File: src/hw/rtl/kdcp_pkg.sv
// Shared types, character codes and fixed-point constants for the keyed decimal
// command parser. Used by every module of the block; depends on nothing else.
package kdcp_pkg;

    localparam int MAX_FRAME       = 64;
    localparam int FRACTION_DIGITS = 7;

    localparam int BYTE_W      = 8;
    localparam int TARGET_W    = 4;
    localparam int VALUE_W     = 32;
    localparam int INT_W       = 16;
    localparam int FRAC_W      = 24;
    localparam int FCOUNT_W    = 4;
    localparam int FRAME_POS_W = $clog2(MAX_FRAME + 1);

    localparam logic [BYTE_W-1:0] CHAR_EQUALS = 8'h3D;
    localparam logic [BYTE_W-1:0] CHAR_BANG   = 8'h21;
    localparam logic [BYTE_W-1:0] CHAR_MINUS  = 8'h2D;
    localparam logic [BYTE_W-1:0] CHAR_POINT  = 8'h2E;
    localparam logic [BYTE_W-1:0] CHAR_ZERO   = 8'h30;
    localparam logic [BYTE_W-1:0] CHAR_ONE    = 8'h31;
    localparam logic [BYTE_W-1:0] CHAR_THREE  = 8'h33;
    localparam logic [BYTE_W-1:0] CHAR_NINE   = 8'h39;
    localparam logic [BYTE_W-1:0] CHAR_P      = 8'h50;
    localparam logic [BYTE_W-1:0] CHAR_I      = 8'h49;
    localparam logic [BYTE_W-1:0] CHAR_D      = 8'h44;

    localparam logic [INT_W-1:0]  INT_LIMIT  = 16'd32767;
    localparam logic [FRAC_W-1:0] FRAC_LIMIT = 24'hFF_FFFF;

    typedef enum logic [1:0] {
        STATUS_OK        = 2'd0,
        STATUS_NO_EQUALS = 2'd1,
        STATUS_BAD_CHAR  = 2'd2,
        STATUS_TOO_LONG  = 2'd3
    } status_t;

    // Power of ten, used for elaboration-time constants and a small weight table.
    function automatic logic [63:0] pow10(input int n);
        logic [63:0] p;
        p = 64'd1;
        for (int i = 0; i < n; i++) begin
            p = p * 64'd10;
        end
        return p;
    endfunction

    localparam logic [63:0] FRAC_SCALE = pow10(FRACTION_DIGITS);
    localparam int WEIGHT_W = $clog2(pow10(FRACTION_DIGITS - 1) + 64'd1);
    localparam int FSUM_W   = ((WEIGHT_W + 4 > FRAC_W) ? WEIGHT_W + 4 : FRAC_W) + 1;

    // Rounded conversion: frac = floor((acc * 2^17 + scale) / (2 * scale)).
    // The estimate uses a reciprocal scaled by 2^48 and is at most one low.
    localparam logic [63:0] FRAC_RECIP = (64'd1 << 48) / FRAC_SCALE;
    localparam int RECIP_W = $clog2(FRAC_RECIP + 64'd1);
    localparam logic [63:0] Q_MAX = ((64'hFF_FFFF << 17) + FRAC_SCALE) / (FRAC_SCALE * 2);
    localparam int Q_W      = $clog2(Q_MAX + 64'd1);
    localparam int N_W      = FRAC_W + 17;
    localparam int PROD_W   = (FRAC_W + RECIP_W + 1 > 32 + Q_W) ?
                              FRAC_W + RECIP_W + 1 : 32 + Q_W;
    localparam int MAG_W    = ((Q_W > 31) ? Q_W : 31) + 1;

    // Weight of a fraction digit at a given place after the point.
    function automatic logic [WEIGHT_W-1:0] frac_weight(input logic [FCOUNT_W-1:0] count);
        logic [63:0] w;
        w = 64'd0;
        for (int i = 0; i < FRACTION_DIGITS; i++) begin
            if (count == FCOUNT_W'(i)) begin
                w = pow10(FRACTION_DIGITS - 1 - i);
            end
        end
        return WEIGHT_W'(w);
    endfunction

    typedef struct packed {
        logic [TARGET_W-1:0] target;
        status_t             status;
        logic                negative;
        logic [INT_W-1:0]    integer_accum;
        logic [FRAC_W-1:0]   fraction_accum;
    } frame_result_t;

    typedef struct packed {
        logic [TARGET_W-1:0] target;
        status_t             status;
        logic                negative;
        logic [INT_W-1:0]    integer_accum;
        logic [FRAC_W-1:0]   fraction_accum;
        logic [Q_W-1:0]      frac_estimate;
    } scaled_result_t;

endpackage

File: src/hw/rtl/kdcp_frame_parser.sv
// Frame state and per-byte parsing of the keyed decimal command parser.
// Depends on kdcp_pkg; hands a frame summary to the scaling stage on '!'.
module kdcp_frame_parser
(
    input  logic                       clk,
    input  logic                       rst_n,
    input  logic                       rx_valid,
    input  logic [kdcp_pkg::BYTE_W-1:0] rx_byte,
    output logic                       rx_stall,
    input  logic                       frame_take,
    output logic                       frame_valid,
    output kdcp_pkg::frame_result_t    frame_data
);

    logic [kdcp_pkg::FRAME_POS_W-1:0] pos_reg, pos_next;
    logic [kdcp_pkg::BYTE_W-1:0]      key_first_reg, key_first_next;
    logic [kdcp_pkg::BYTE_W-1:0]      key_second_reg, key_second_next;
    logic                             seen_equals_reg, seen_equals_next;
    logic                             at_start_reg, at_start_next;
    logic                             negative_reg, negative_next;
    logic                             seen_point_reg, seen_point_next;
    logic [kdcp_pkg::FCOUNT_W-1:0]    fcount_reg, fcount_next;
    logic [kdcp_pkg::INT_W-1:0]       int_reg, int_next;
    logic [kdcp_pkg::FRAC_W-1:0]      frac_reg, frac_next;
    logic                             bad_reg, bad_next;
    logic                             frame_valid_reg, frame_valid_next;
    kdcp_pkg::frame_result_t          frame_data_reg, result_now;

    logic                             accept;
    logic                             is_bang;
    logic                             is_digit;
    logic [3:0]                       digit;
    logic [kdcp_pkg::BYTE_W-1:0]      digit_byte;
    logic [18:0]                      int_sum;
    logic [kdcp_pkg::FSUM_W-1:0]      frac_sum;
    logic [3:0]                       row;
    logic                             key_ok;
    logic [kdcp_pkg::BYTE_W-1:0]      key_digit;

    assign rx_stall = frame_valid_reg & ~frame_take;
    assign accept   = rx_valid & ~rx_stall;
    assign is_bang  = (rx_byte == kdcp_pkg::CHAR_BANG);
    assign is_digit = (rx_byte >= kdcp_pkg::CHAR_ZERO) && (rx_byte <= kdcp_pkg::CHAR_NINE);

    assign digit_byte = rx_byte - kdcp_pkg::CHAR_ZERO;
    assign digit      = digit_byte[3:0];
    assign int_sum    = {3'b000, int_reg} * 19'd10 + 19'(digit);
    assign frac_sum   = kdcp_pkg::FSUM_W'(frac_reg)
                      + kdcp_pkg::FSUM_W'(digit) * kdcp_pkg::FSUM_W'(kdcp_pkg::frac_weight(fcount_reg));

    // Target code from the two key bytes.
    assign key_digit = key_second_reg - kdcp_pkg::CHAR_ZERO;
    always_comb
    begin
        row    = 4'd0;
        key_ok = 1'b1;
        priority if (key_first_reg == kdcp_pkg::CHAR_P)
        begin
            row = 4'd0;
        end
        else if (key_first_reg == kdcp_pkg::CHAR_I)
        begin
            row = 4'd3;
        end
        else if (key_first_reg == kdcp_pkg::CHAR_D)
        begin
            row = 4'd6;
        end
        else
        begin
            key_ok = 1'b0;
        end
        if ((key_second_reg < kdcp_pkg::CHAR_ONE) || (key_second_reg > kdcp_pkg::CHAR_THREE))
        begin
            key_ok = 1'b0;
        end
    end

    always_comb
    begin
        result_now.target         = key_ok ? (row + key_digit[3:0]) : 4'd0;
        result_now.negative       = negative_reg;
        result_now.integer_accum  = int_reg;
        result_now.fraction_accum = frac_reg;
        priority if (pos_reg >= kdcp_pkg::FRAME_POS_W'(kdcp_pkg::MAX_FRAME))
        begin
            result_now.status = kdcp_pkg::STATUS_TOO_LONG;
        end
        else if (!seen_equals_reg)
        begin
            result_now.status = kdcp_pkg::STATUS_NO_EQUALS;
        end
        else if (bad_reg)
        begin
            result_now.status = kdcp_pkg::STATUS_BAD_CHAR;
        end
        else
        begin
            result_now.status = kdcp_pkg::STATUS_OK;
        end
    end

    always_comb
    begin
        pos_next         = pos_reg;
        key_first_next   = key_first_reg;
        key_second_next  = key_second_reg;
        seen_equals_next = seen_equals_reg;
        at_start_next    = at_start_reg;
        negative_next    = negative_reg;
        seen_point_next  = seen_point_reg;
        fcount_next      = fcount_reg;
        int_next         = int_reg;
        frac_next        = frac_reg;
        bad_next         = bad_reg;
        frame_valid_next = frame_valid_reg & ~frame_take;

        if (accept)
        begin
            if (is_bang)
            begin
                frame_valid_next = 1'b1;
                pos_next         = '0;
                key_first_next   = '0;
                key_second_next  = '0;
                seen_equals_next = 1'b0;
                at_start_next    = 1'b0;
                negative_next    = 1'b0;
                seen_point_next  = 1'b0;
                fcount_next      = '0;
                int_next         = '0;
                frac_next        = '0;
                bad_next         = 1'b0;
            end
            else if (pos_reg < kdcp_pkg::FRAME_POS_W'(kdcp_pkg::MAX_FRAME))
            begin
                if (pos_reg == kdcp_pkg::FRAME_POS_W'(0))
                begin
                    key_first_next = rx_byte;
                end
                else if (pos_reg == kdcp_pkg::FRAME_POS_W'(1))
                begin
                    key_second_next = rx_byte;
                end
                pos_next = pos_reg + kdcp_pkg::FRAME_POS_W'(1);

                if (rx_byte == kdcp_pkg::CHAR_EQUALS)
                begin
                    seen_equals_next = 1'b1;
                    at_start_next    = 1'b1;
                    negative_next    = 1'b0;
                    seen_point_next  = 1'b0;
                    fcount_next      = '0;
                    int_next         = '0;
                    frac_next        = '0;
                    bad_next         = 1'b0;
                end
                else if (seen_equals_reg)
                begin
                    at_start_next = 1'b0;
                    priority if (at_start_reg && (rx_byte == kdcp_pkg::CHAR_MINUS))
                    begin
                        negative_next = 1'b1;
                    end
                    else if (rx_byte == kdcp_pkg::CHAR_POINT)
                    begin
                        seen_point_next = 1'b1;
                        fcount_next     = '0;
                    end
                    else if (!is_digit)
                    begin
                        bad_next = 1'b1;
                    end
                    else if (!seen_point_reg)
                    begin
                        int_next = (int_sum > 19'(kdcp_pkg::INT_LIMIT)) ?
                                   kdcp_pkg::INT_LIMIT : int_sum[kdcp_pkg::INT_W-1:0];
                    end
                    else if (fcount_reg < kdcp_pkg::FCOUNT_W'(kdcp_pkg::FRACTION_DIGITS))
                    begin
                        frac_next   = (frac_sum > kdcp_pkg::FSUM_W'(kdcp_pkg::FRAC_LIMIT)) ?
                                      kdcp_pkg::FRAC_LIMIT : frac_sum[kdcp_pkg::FRAC_W-1:0];
                        fcount_next = fcount_reg + kdcp_pkg::FCOUNT_W'(1);
                    end
                end
            end
        end
    end

    always_ff @(posedge clk or negedge rst_n)
    begin
        if (!rst_n)
        begin
            pos_reg         <= '0;
            key_first_reg   <= '0;
            key_second_reg  <= '0;
            seen_equals_reg <= 1'b0;
            at_start_reg    <= 1'b0;
            negative_reg    <= 1'b0;
            seen_point_reg  <= 1'b0;
            fcount_reg      <= '0;
            int_reg         <= '0;
            frac_reg        <= '0;
            bad_reg         <= 1'b0;
            frame_valid_reg <= 1'b0;
        end
        else
        begin
            pos_reg         <= pos_next;
            key_first_reg   <= key_first_next;
            key_second_reg  <= key_second_next;
            seen_equals_reg <= seen_equals_next;
            at_start_reg    <= at_start_next;
            negative_reg    <= negative_next;
            seen_point_reg  <= seen_point_next;
            fcount_reg      <= fcount_next;
            int_reg         <= int_next;
            frac_reg        <= frac_next;
            bad_reg         <= bad_next;
            frame_valid_reg <= frame_valid_next;
        end
    end

    always_ff @(posedge clk)
    begin
        if (accept && is_bang)
        begin
            frame_data_reg <= result_now;
        end
    end

    assign frame_valid = frame_valid_reg;
    assign frame_data  = frame_data_reg;

endmodule

File: src/hw/rtl/kdcp_frac_scale.sv
// Reciprocal-multiply estimate of the 16-bit rounded fraction.
// Depends on kdcp_pkg; sits between the frame parser and the result stage.
module kdcp_frac_scale
(
    input  logic                       clk,
    input  logic                       rst_n,
    input  logic                       frame_valid,
    input  kdcp_pkg::frame_result_t    frame_data,
    output logic                       frame_take,
    input  logic                       scaled_take,
    output logic                       scaled_valid,
    output kdcp_pkg::scaled_result_t   scaled_data
);

    logic                              scaled_valid_reg, scaled_valid_next;
    kdcp_pkg::scaled_result_t          scaled_data_reg;
    logic [kdcp_pkg::PROD_W-1:0]       product;

    assign frame_take = ~scaled_valid_reg | scaled_take;

    // Estimate is exact or one low; the result stage corrects it.
    assign product = kdcp_pkg::PROD_W'(frame_data.fraction_accum)
                   * kdcp_pkg::PROD_W'(kdcp_pkg::FRAC_RECIP)
                   + kdcp_pkg::PROD_W'(64'd1 << 31);

    assign scaled_valid_next = frame_take ? frame_valid : scaled_valid_reg;

    always_ff @(posedge clk or negedge rst_n)
    begin
        if (!rst_n)
        begin
            scaled_valid_reg <= 1'b0;
        end
        else
        begin
            scaled_valid_reg <= scaled_valid_next;
        end
    end

    always_ff @(posedge clk)
    begin
        if (frame_take && frame_valid)
        begin
            scaled_data_reg.target         <= frame_data.target;
            scaled_data_reg.status         <= frame_data.status;
            scaled_data_reg.negative       <= frame_data.negative;
            scaled_data_reg.integer_accum  <= frame_data.integer_accum;
            scaled_data_reg.fraction_accum <= frame_data.fraction_accum;
            scaled_data_reg.frac_estimate  <= product[32 +: kdcp_pkg::Q_W];
        end
    end

    assign scaled_valid = scaled_valid_reg;
    assign scaled_data  = scaled_data_reg;

endmodule

File: src/hw/rtl/kdcp_result_stage.sv
// Rounding correction, magnitude saturation, sign and the output register.
// Depends on kdcp_pkg; drives the result channel of the top level.
module kdcp_result_stage
(
    input  logic                            clk,
    input  logic                            rst_n,
    input  logic                            scaled_valid,
    input  kdcp_pkg::scaled_result_t        scaled_data,
    output logic                            scaled_take,
    input  logic                            result_stall,
    output logic                            result_valid,
    output logic [kdcp_pkg::TARGET_W-1:0]   target_select,
    output logic signed [kdcp_pkg::VALUE_W-1:0] value_q16,
    output logic [1:0]                      status
);

    logic                              result_valid_reg, result_valid_next;
    logic [kdcp_pkg::TARGET_W-1:0]     target_reg;
    logic [kdcp_pkg::VALUE_W-1:0]      value_reg, value_now;
    kdcp_pkg::status_t                 status_reg;

    logic [kdcp_pkg::N_W-1:0]          numer;
    logic [kdcp_pkg::N_W-1:0]          partial;
    logic [kdcp_pkg::N_W-1:0]          remainder;
    logic [kdcp_pkg::Q_W-1:0]          frac_q;
    logic [kdcp_pkg::MAG_W-1:0]        mag_sum;
    logic [30:0]                       mag;

    assign scaled_take = ~result_valid_reg | ~result_stall;

    assign numer     = (kdcp_pkg::N_W'(scaled_data.fraction_accum) << 17)
                     + kdcp_pkg::N_W'(kdcp_pkg::FRAC_SCALE);
    assign partial   = kdcp_pkg::N_W'(scaled_data.frac_estimate)
                     * kdcp_pkg::N_W'(kdcp_pkg::FRAC_SCALE * 2);
    assign remainder = numer - partial;
    assign frac_q    = scaled_data.frac_estimate
                     + kdcp_pkg::Q_W'(remainder >= kdcp_pkg::N_W'(kdcp_pkg::FRAC_SCALE * 2));

    assign mag_sum = (kdcp_pkg::MAG_W'(scaled_data.integer_accum) << 16)
                   + kdcp_pkg::MAG_W'(frac_q);
    assign mag     = (mag_sum > kdcp_pkg::MAG_W'(32'h7FFF_FFFF)) ? 31'h7FFF_FFFF : mag_sum[30:0];

    always_comb
    begin
        if (scaled_data.status != kdcp_pkg::STATUS_OK)
        begin
            value_now = '0;
        end
        else if (scaled_data.negative)
        begin
            value_now = 32'd0 - {1'b0, mag};
        end
        else
        begin
            value_now = {1'b0, mag};
        end
    end

    assign result_valid_next = scaled_take ? scaled_valid : result_valid_reg;

    always_ff @(posedge clk or negedge rst_n)
    begin
        if (!rst_n)
        begin
            result_valid_reg <= 1'b0;
        end
        else
        begin
            result_valid_reg <= result_valid_next;
        end
    end

    always_ff @(posedge clk)
    begin
        if (scaled_take && scaled_valid)
        begin
            target_reg <= scaled_data.target;
            status_reg <= scaled_data.status;
            value_reg  <= value_now;
        end
    end

    assign result_valid  = result_valid_reg;
    assign target_select = target_reg;
    assign value_q16     = value_reg;
    assign status        = status_reg;

endmodule

File: src/hw/rtl/keyed_decimal_command_parser_core.sv
// Keyed decimal command parser: top level with the byte and result channels.
// Depends on kdcp_pkg, kdcp_frame_parser, kdcp_frac_scale and kdcp_result_stage.
// Throughput: one received byte per cycle unless stalled; at most one result per cycle.
// Order: an accepted '!' sets frame_valid, then scaled_valid, then result_valid.
// Reset: rst_n is asynchronous and active low; it clears all frame state and
// empties the result pipeline.
module keyed_decimal_command_parser_core
(
    input  logic                                 clk,
    input  logic                                 rst_n,
    input  logic                                 rx_valid,
    input  logic [kdcp_pkg::BYTE_W-1:0]          rx_byte,
    output logic                                 rx_stall,
    output logic                                 result_valid,
    input  logic                                 result_stall,
    output logic [kdcp_pkg::TARGET_W-1:0]        target_select,
    output logic signed [kdcp_pkg::VALUE_W-1:0]  value_q16,
    output logic [1:0]                           status
);

    // The design is a short pipeline of three registered parts. The frame
    // parser holds the frame state (position, key bytes, sign, integer and
    // fraction accumulators) and updates it with each accepted byte through a
    // times-ten accumulate and a small weight table multiply. On '!' it
    // latches a frame summary and clears itself, so the next frame's bytes
    // can follow at once unless the stored summary cannot move on.
    //
    // The fraction accumulator counts units of ten to the minus seven. The
    // scaling stage turns it into 16 fraction bits with round half up, using
    // a reciprocal multiply whose estimate is never more than one low. The
    // result stage checks the remainder with a second multiply, fixes the
    // estimate, adds the integer part, saturates the magnitude and applies
    // the sign. A non-zero status forces the value to zero.
    //
    // Each stage moves forward whenever the stage after it is empty or is
    // being emptied, so bubbles collapse. The byte channel stalls only when
    // a finished frame summary cannot move on because all later stages are
    // full and the result channel is stalled; bytes keep flowing while a
    // finished result waits as long as the pipeline has room.

    logic                       frame_valid;
    logic                       frame_take;
    kdcp_pkg::frame_result_t    frame_data;
    logic                       scaled_valid;
    logic                       scaled_take;
    kdcp_pkg::scaled_result_t   scaled_data;

    kdcp_frame_parser u_frame_parser
    (
        .clk         (clk),
        .rst_n       (rst_n),
        .rx_valid    (rx_valid),
        .rx_byte     (rx_byte),
        .rx_stall    (rx_stall),
        .frame_take  (frame_take),
        .frame_valid (frame_valid),
        .frame_data  (frame_data)
    );

    kdcp_frac_scale u_frac_scale
    (
        .clk          (clk),
        .rst_n        (rst_n),
        .frame_valid  (frame_valid),
        .frame_data   (frame_data),
        .frame_take   (frame_take),
        .scaled_take  (scaled_take),
        .scaled_valid (scaled_valid),
        .scaled_data  (scaled_data)
    );

    kdcp_result_stage u_result_stage
    (
        .clk           (clk),
        .rst_n         (rst_n),
        .scaled_valid  (scaled_valid),
        .scaled_data   (scaled_data),
        .scaled_take   (scaled_take),
        .result_stall  (result_stall),
        .result_valid  (result_valid),
        .target_select (target_select),
        .value_q16     (value_q16),
        .status        (status)
    );

endmodule

File: config.mk
export PLATFORM = sky130hd
export DESIGN_NAME = keyed_decimal_command_parser_core
export DESIGN_NICKNAME = d
export VERILOG_FILES = /design/src/hw/rtl/kdcp_pkg.sv /design/src/hw/rtl/kdcp_frame_parser.sv /design/src/hw/rtl/kdcp_frac_scale.sv /design/src/hw/rtl/kdcp_result_stage.sv /design/src/hw/rtl/keyed_decimal_command_parser_core.sv
export SDC_FILE = /design/constraint.sdc
export NUM_CORES = 2
export LEC_CHECK = 0
export ABC_AREA = 0
export BUFFER_PORTS_ARGS = -buffer_cell sky130_fd_sc_hd__buf_4
export CORE_MARGIN = 5
export CORE_UTILIZATION = 30
export DETAILED_ROUTE_END_ITERATION = 7
export PLACE_DENSITY = 0.57
export SLEW_MARGIN = 40
export SYNTH_ARGS = -nofsm -noshare
export SYNTH_HDL_FRONTEND = slang
export SYNTH_SLANG_ARGS = --single-unit
File: constraint.sdc
create_clock -name clk -period 12.36 [get_ports clk]
set_clock_uncertainty 0.15 [all_clocks]
set_input_delay 0.618 -clock clk [delete_from_list [all_inputs] [get_ports clk]]
set_output_delay 0.618 -clock clk [all_outputs]
set_load 0.03 [all_outputs]
==> impl_metrics.json <==
{
  "yosys_warnings": 0,
  "via_per_inst": 4.680,
  "synth_area_sq_um": 30970,
  "setup.worst_path.end_class": "register",
  "final_hold_viol_count": 0,
  "drv_cap": 0,
  "synth_edf_count": 149,
  "pwr-share-comb_pct": 17.5,
  "fp.dieW_um": 331.3,
  "power_density_nw_per_um2": 59.03,
  "switching_share_pct": 27.99,
  "post-route-min-period_ps": 11840,
  "syn_to_final_growth_pct": 13.03,
  "start_util_pct": 30.31,
  "pin_count": 52,
  "synth-seq-area-share_pct": 20.51,
  "drive_gt1_share_pct": 8.598,
  "place_hpwl_mm": 61.12,
  "syn_area_per_cell_sq_um": 10.03,
  "r2r_slack_ps": 520,
  "fin_crit_sh_pct": 95.82,
  "synth_cells": 3087,
  "rows": 117,
  "routed_wl_mm": 72.64,
  "vdd_ir_drop_max_mv": 0.1228,
  "vias": 21590,
  "drtAntennaViolNets": 0,
  "cts_tree": "built",
  "synth_top_area_share_pct": 24.24,
  "tightest_slew_ps": 747.8,
  "hold_end": "u_frame_parser.key_first_reg[7]",
  "p_clk_share_pct": 40.7,
  "synth_nets": 4018,
  "drv_slew": 0,
  "max_freq_mhz": 84.43,
  "cts_made_buffers": 28,
  "hold_path.class": "input port to register",
  "seqPwrFrac_pct": 41.9,
  "clk_latency_ps": 570,
  "grt_pass1_wl_mm": 120.1,
  "cp_max_fo": 5,
  "holdWs_ps": 124.6,
  "slowest_delay_ps": 550,
  "synth_top_area_cell": "fa_1",
  "final_area_sq_um": 35000,
  "die_h_um": 331.3,
  "relSlewSlack_pct": 49.81,
  "overflow": 0,
  "total_leakage_power_uw": 0.01746,
  "crit_top_cell": "ha_1",
  "drt_iter0_markers": 971,
  "cts_buffer_depth": 3,
  "slowest_stage": "fa_1",
  "grt_pass1_vias": 22310,
  "die_area_sq_um": 109800,
  "p_switching_uw": 578.4,
  "startpoint_type": "register",
  "crit_required_ps": 12500,
  "min_path_cells": 3,
  "intPower_uw": 1488,
  "num_antenna_cells": 0,
  "final_common_cell": "inv_1",
  "wl_per_cell_um": 15.75,
  "status": "complete, no violations",
  "gp_congestion": 0.8937,
  "nets": 4154,
  "ys.flop_type": "edfxtp_1",
  "reg2reg_from": "u_frac_scale.scaled_data[13]",
  "reg2regPathDepth": 49,
  "cts_num_sinks": 224,
  "cp.arrival_ps": 11980,
  "root_buffer": "clkbuf_16",
  "reg2reg_to": "u_result_stage.value_q16[27]",
  "core_region_area_sq_um": 102200,
  "grt_max_degree": 76,
  "final_cell_mix": "inv_1, ha_1, fa_1",
  "largest_reg_flops": 64,
  "path_class": "register to register",
  "clk_pin_slew_worst_paths_ps": 60,
  "grt_usage_pct": 13.18,
  "hp-start": "rx_byte[7]",
  "htreeDepth": 1,
  "synthArstFlopShare_pct": 33.48,
  "setup_viol": 0,
  "dr.pass1.iters": 5,
  "postPlaceCellArea_sq_um": 33580,
  "ys_top_cells_by_area": "fa_1, ha_1, edfxtp_1, inv_1, dfrtp_1",
  "ys_ff_latch": 224,
  "p_total_uw": 2066,
  "io_buffers": 51,
  "route.detailed.drc": 0,
  "antenna_found_initial": 0,
  "ys_types": 79
}
-- cell type report --
| cell class | count | area, sq um |
|---|---|---|
| Fill cell | 10470 | 67180 |
| Multi-Input combinational cell | 2179 | 22450 |
| Sequential cell | 224 | 6351 |
| Inverter | 639 | 2399 |
| Tap cell | 1368 | 1712 |
| Timing Repair Buffer | 151 | 1144 |
| Clock buffer | 35 | 747.0 |
| Clock inverter | 17 | 203.9 |
-- kinds of logic after synthesis --
group                      Yosys count  synth area share (%)
and+or+nand+nor                    590                 9.285
AOI/OAI and AO/OA                  500                 10.80
DFF                                224                 20.51
adders and majority gates          919                 46.22
buffers and inverters              684                 8.291
xor gates and xnor gates           155                 4.384
muxes                               15                0.5132
-- critical path: cells and delay by family (launching register included) --
kind | cells | cell delay [ps]
compound gates | 12 | 2260
xor+xnor | 3 | 370
fa+ha+maj | 12 | 4060
buf+inv | 5 | 320
flops | 1 | 510
simple gates | 17 | 3930
-- layer usage --
| layer | global-route usage, % | vias up | wire length (um) | share of wire [%] |
|---|---|---|---|---|
| li1 | - | 10630 | - | - |
| met1 | 18.50 | 10580 | 34130 | 47 |
| met2 | 22.34 | 307 | 34510 | 48 |
| met3 | 1.441 | 77 | 2560 | 3.5 |
| met4 | 2.270 | 0 | 1436 | 2.0 |
| met5 | 0 | - | 0 | 0 |
-- power groups by stage --
stage               clock network [uW]  registers (uW)  logic (uW)
CTS                                864             864         361
finish                             840             865         361
global placement                     0             878         355
detailed placement                   0             879         358
floorplan                            0             870         269
global route                       894             870         411
-- metrics by stage --
step	utilization, %	TNS, ps	setup WS (ps)	cells
final	34.26	0	516.3	4613
after global routing	34.26	-30.36	-14.31	4613
after CTS	33.83	0	18.27	4602
after detailed placement	32.87	-602.4	-140.8	4549
after global placement	32.85	0	97.86	4549
after floorplan	-	0	383.9	3087
-- repair_timing --
action	CTS	global route
setup endpoints to repair	13	27
setup buffers	0	11
gates resized for setup	5	58
pin swaps	0	25
hold buffers	1	0
gates cloned	0	0
hold endpoints to repair	75	0
-- how the worst max path moves through the flow --
stage / startpoint / end / depth (start not counted)
after floorplan: u_frac_scale.scaled_data[13] / u_result_stage.value_q16[24] / 51
after global placement: u_frac_scale.scaled_data[10] / u_result_stage.value_q16[25] / 47
after detailed placement: u_frac_scale.scaled_data[10] / u_result_stage.value_q16[25] / 47
after CTS: u_frac_scale.scaled_data[10] / u_result_stage.value_q16[25] / 47
after global routing: u_frac_scale.scaled_data[3] / u_result_stage.value_q16[25] / 48
final: u_frac_scale.scaled_data[13] / u_result_stage.value_q16[27] / 49
-- synthesized netlist by cell type (10+ instances only) --
cell and count:
a211oi_1 13, a21o_1 58, a21oi_1 111, a221o_1 17
a31oi_1 28, and2_1 21, and3_1 24, and4_1 10
clkbuf_1 45, dfrtp_1 75, edfxtp_1 149, fa_1 375
ha_1 544, inv_1 638, nand2_1 155, nand2b_1 37
nand3_1 39, nand4_1 20, nor2_1 169, nor2b_1 23
nor3_1 31, nor4_1 15, o211ai_1 16, o21a_1 28
o21ai_0 103, o21bai_1 10, o31ai_1 15, xnor2_1 81
xor2_1 74
(Power assumes the default switching activity.)
